`src/sv/hufd_ram.sv`:
```
// ----------------------------------------------------------------------------
// Generic RAM
// One write port, one read port, registered read data.
// ----------------------------------------------------------------------------
module hufd_ram #(
    parameter int WIDTH = 8,
    parameter int DEPTH = 16
) (
    input  logic                     aclk,
    input  logic                     we,
    input  logic [$clog2(DEPTH)-1:0] waddr,
    input  logic [WIDTH-1:0]         wdata,
    input  logic [$clog2(DEPTH)-1:0] raddr,
    output logic [WIDTH-1:0]         rdata
);

    logic [WIDTH-1:0] mem [DEPTH];

    always_ff @(posedge aclk) begin
        if (we) begin
            mem[waddr] <= wdata;
        end
        rdata <= mem[raddr];
    end

endmodule

```
`config.mk`:
```
export PLATFORM = sky130hd
export DESIGN_NAME = hufd_ram
export DESIGN_NICKNAME = d
export VERILOG_FILES = /design/src/sv/hufd_ram.sv
export SDC_FILE = /design/constraint.sdc
export NUM_CORES = 1
export LEC_CHECK = 0
export BUFFER_PORTS_ARGS = -buffer_cell sky130_fd_sc_hd__buf_2
export CORE_MARGIN = 1.5
export CORE_UTILIZATION = 50
export CTS_CLUSTER_DIAMETER = 60
export DETAILED_ROUTE_END_ITERATION = 8
export PLACE_DENSITY = 0.72
export SETUP_SLACK_MARGIN = 0.4
export SLEW_MARGIN = 0
export SYNTH_ARGS = -nofsm -noshare
export SYNTH_HDL_FRONTEND = slang
export SYNTH_SLANG_ARGS = --single-unit
```
`constraint.sdc`:
```
create_clock -name aclk -period 2.28 [get_ports aclk]
set_input_delay 0.342 -clock aclk [delete_from_list [all_inputs] [get_ports aclk]]
set_output_delay 0.342 -clock aclk [all_outputs]
set_load 0.02 [all_outputs]
```
==> results.cfg <==
[outcome]
run_status = finished clean

[final_layout]
drive_gt1_share_pct = 31.4
final_nets = 301
layout_commonest_cell = edfxtp_1
num_antenna_cells = 0
final_cell_mix = edfxtp_1, buf_2, mux4_2, buf_4
finalNonFillerCells = 429
postLayoutCellArea_mm2 = 0.00610
syn2layout_area_growth_pct = 18.6

[power_and_ir_drop]
p_int_w = 0.00456
swShare_pct = 20.1
seqPwrFrac_pct = 49.3
peakVddDrop_v = 0.000464
p_per_area_mw_per_mm2 = 935
p_leak_nw = 2.09
total_switching_power_w = 0.00115
clkPwrFrac_pct = 45.9
power_frac_comb_pct = 4.8

[floorplan]
die_y_um = 104
core-area_mm2 = 0.00986
start_util_pct = 52.2
rows = 36
dieArea_mm2 = 0.0109
dieWidth_um = 104
ios = 26

[place]
dp.final_hpwl_um = 5830
gp_congestion = 0.757
dpl-instance-area_mm2 = 0.00553
pre_cts_ws_ns = 0.411
portBuffers = 25
place_inst = 397

[routing]
wl_um = 9640
antenna_left = 0
firstDrtPassIters = 5
vias = 2474
drt_iter0_drc = 176
routedWlPerCell_um = 22.5
drt-vias-per-instance = 5.77
drc = 0

[job]
max-cap-violations = 0

[clocking]
clock_path_buffers = 2
htreeDepth = 4
path_clk_slew_ns = 0.06
worstSkewPairLatency_ns = 0.52
cts_tree = yes
cts_buffers = 17
clock_sinks = 136
hold_buffers = 0
postCtsSetupRepairBufs = 0
root_buffer = clkbuf_8
cts.repair.resized = 0

[worst_setup_path]
slowest_delay_ns = 0.35
path_buf_inv = 1
rrSetupSlack_ns = 0.91
required_ns = 1.94
cp-end-kind = output port
r2r-end = rdata[2]
r2r-start = mem[9][2]
path_cells = buf_2
criticalPathCategory = reg -> out
path_depth = 1
cp_top_family = flip-flops
crit_path_max_fanout = 1
setup.worst_path.start = rdata[5]
cp-start-kind = flop
worst_r2r_path_depth = 3
crit_arrival_ns = 1.05
cp-endpoint = rdata[5]
cpMaxStageDelayCell = dfxtp_1

[synthesis]
synth_area_per_cell_um2 = 22.5
postSynthNetCount = 247
yosysWarnings = 0
synth_cell_types = 19
synthesis.area_mm2 = 0.00515
synth_seq_cells = 136
synth_top_area_cell = edfxtp_1
synth_top_area_share_pct = 74.7
synth.area.top_cells = edfxtp_1, mux4_2, mux4_1
yosysSeqAreaShare_pct = 77.8
syn_inst = 229

[timing]
slew_violations = 0
fin_crit_ns = 1.39
relSlewSlack_pct = 53.6
setup_viol = 0
min_period_over_period_pct = 60.9
grt_setup_unrepaired = no
clock_skew_ns = 0.00628
finalSetupTns_ns = 0
setup_slack_ns = 0.891
fmax_mhz = 720
tightest_slew_ns = 0.694
hold_viol_final = 0

[global_route]
grt_pass1_vias = 2446
gr-total-overflow = 0
antenna_found_initial = 0
grt_max_degree = 33
grt_pass1_wl_um = 15000
track_usage_pct = 19.7

[hold_path]
hold_path_class = in -> reg
-- power by group through the flow --
stage                     logic (W)  clock network [W]  registers (W)
final                      0.000275            0.00262        0.00281
after floorplan            0.000142                  0        0.00288
after global placement     0.000270                  0        0.00286
after CTS                  0.000279            0.00265        0.00281
after detailed placement   0.000277                  0        0.00286
after global routing       0.000297            0.00277        0.00282
-- state kept, by name, summed over array words and instances (netlist names) --
signal / count
mem: 128
rdata: 8
-- metal layers --
layer,wire (um),vias to the layer above,track usage [%]
met5,0,-,0
met4,125,0,7.04
met3,849,13,5.76
met2,4550,117,28.0
met1,4110,1261,29.0
li1,-,1083,-
-- cells by family after synthesis --
| family | synth area share [%] |
|---|---|
| AOI/OAI and AO/OA | 2.33 |
| DFF | 77.8 |
| muxes | 15.0 |
| and+or+nand+nor | 3.18 |
| buffers and inverters | 1.68 |
-- final cells by class --
cell class,count,area (um2)
multi-input combinational,83,1060
clock inverter,14,158
tap,133,166
fill,647,3760
sequential,136,4000
timing repair buffer,45,300
clock buffer,18,418
-- synthesized netlist by cell type, drive strengths merged --
master,count
nand2,9
edfxtp,128
and2,1
nor2b,1
clkdlybuf4s25,3
buf,7
nor2,13
nand3b,2
or3b,1
nor3,4
and2b,1
mux4,32
nand3,1
dfxtp,8
nand2b,2
a22oi,16
-- how the worst min path moves through the flow --
stage | from | cells after the start | to | slack, ns
after floorplan | wdata[0] | 0 | mem[0][0] | 0.44
after global placement | mem[15][0] | 3 | rdata[0] | 0.64
after detailed placement | mem[3][5] | 3 | rdata[5] | 0.67
after CTS | wdata[1] | 1 | mem[7][1] | 0.19
after global routing | wdata[4] | 1 | mem[4][4] | 0.19
final | wdata[4] | 1 | mem[4][4] | 0.21
-- metrics by stage --
stage / util (%) / hold slack, ns / total power [W]
5_1_grt: 61.9 / 0.195 / 0.00588
3_5_place_dp: 56.0 / 0.665 / 0.00314
4_1_cts: 61.9 / 0.191 / 0.00574
2_1_floorplan: - / 0.441 / 0.00302
3_3_place_gp: 56.0 / 0.644 / 0.00313
6_report: 61.9 / 0.205 / 0.00571
(Power assumes the default switching activity.)
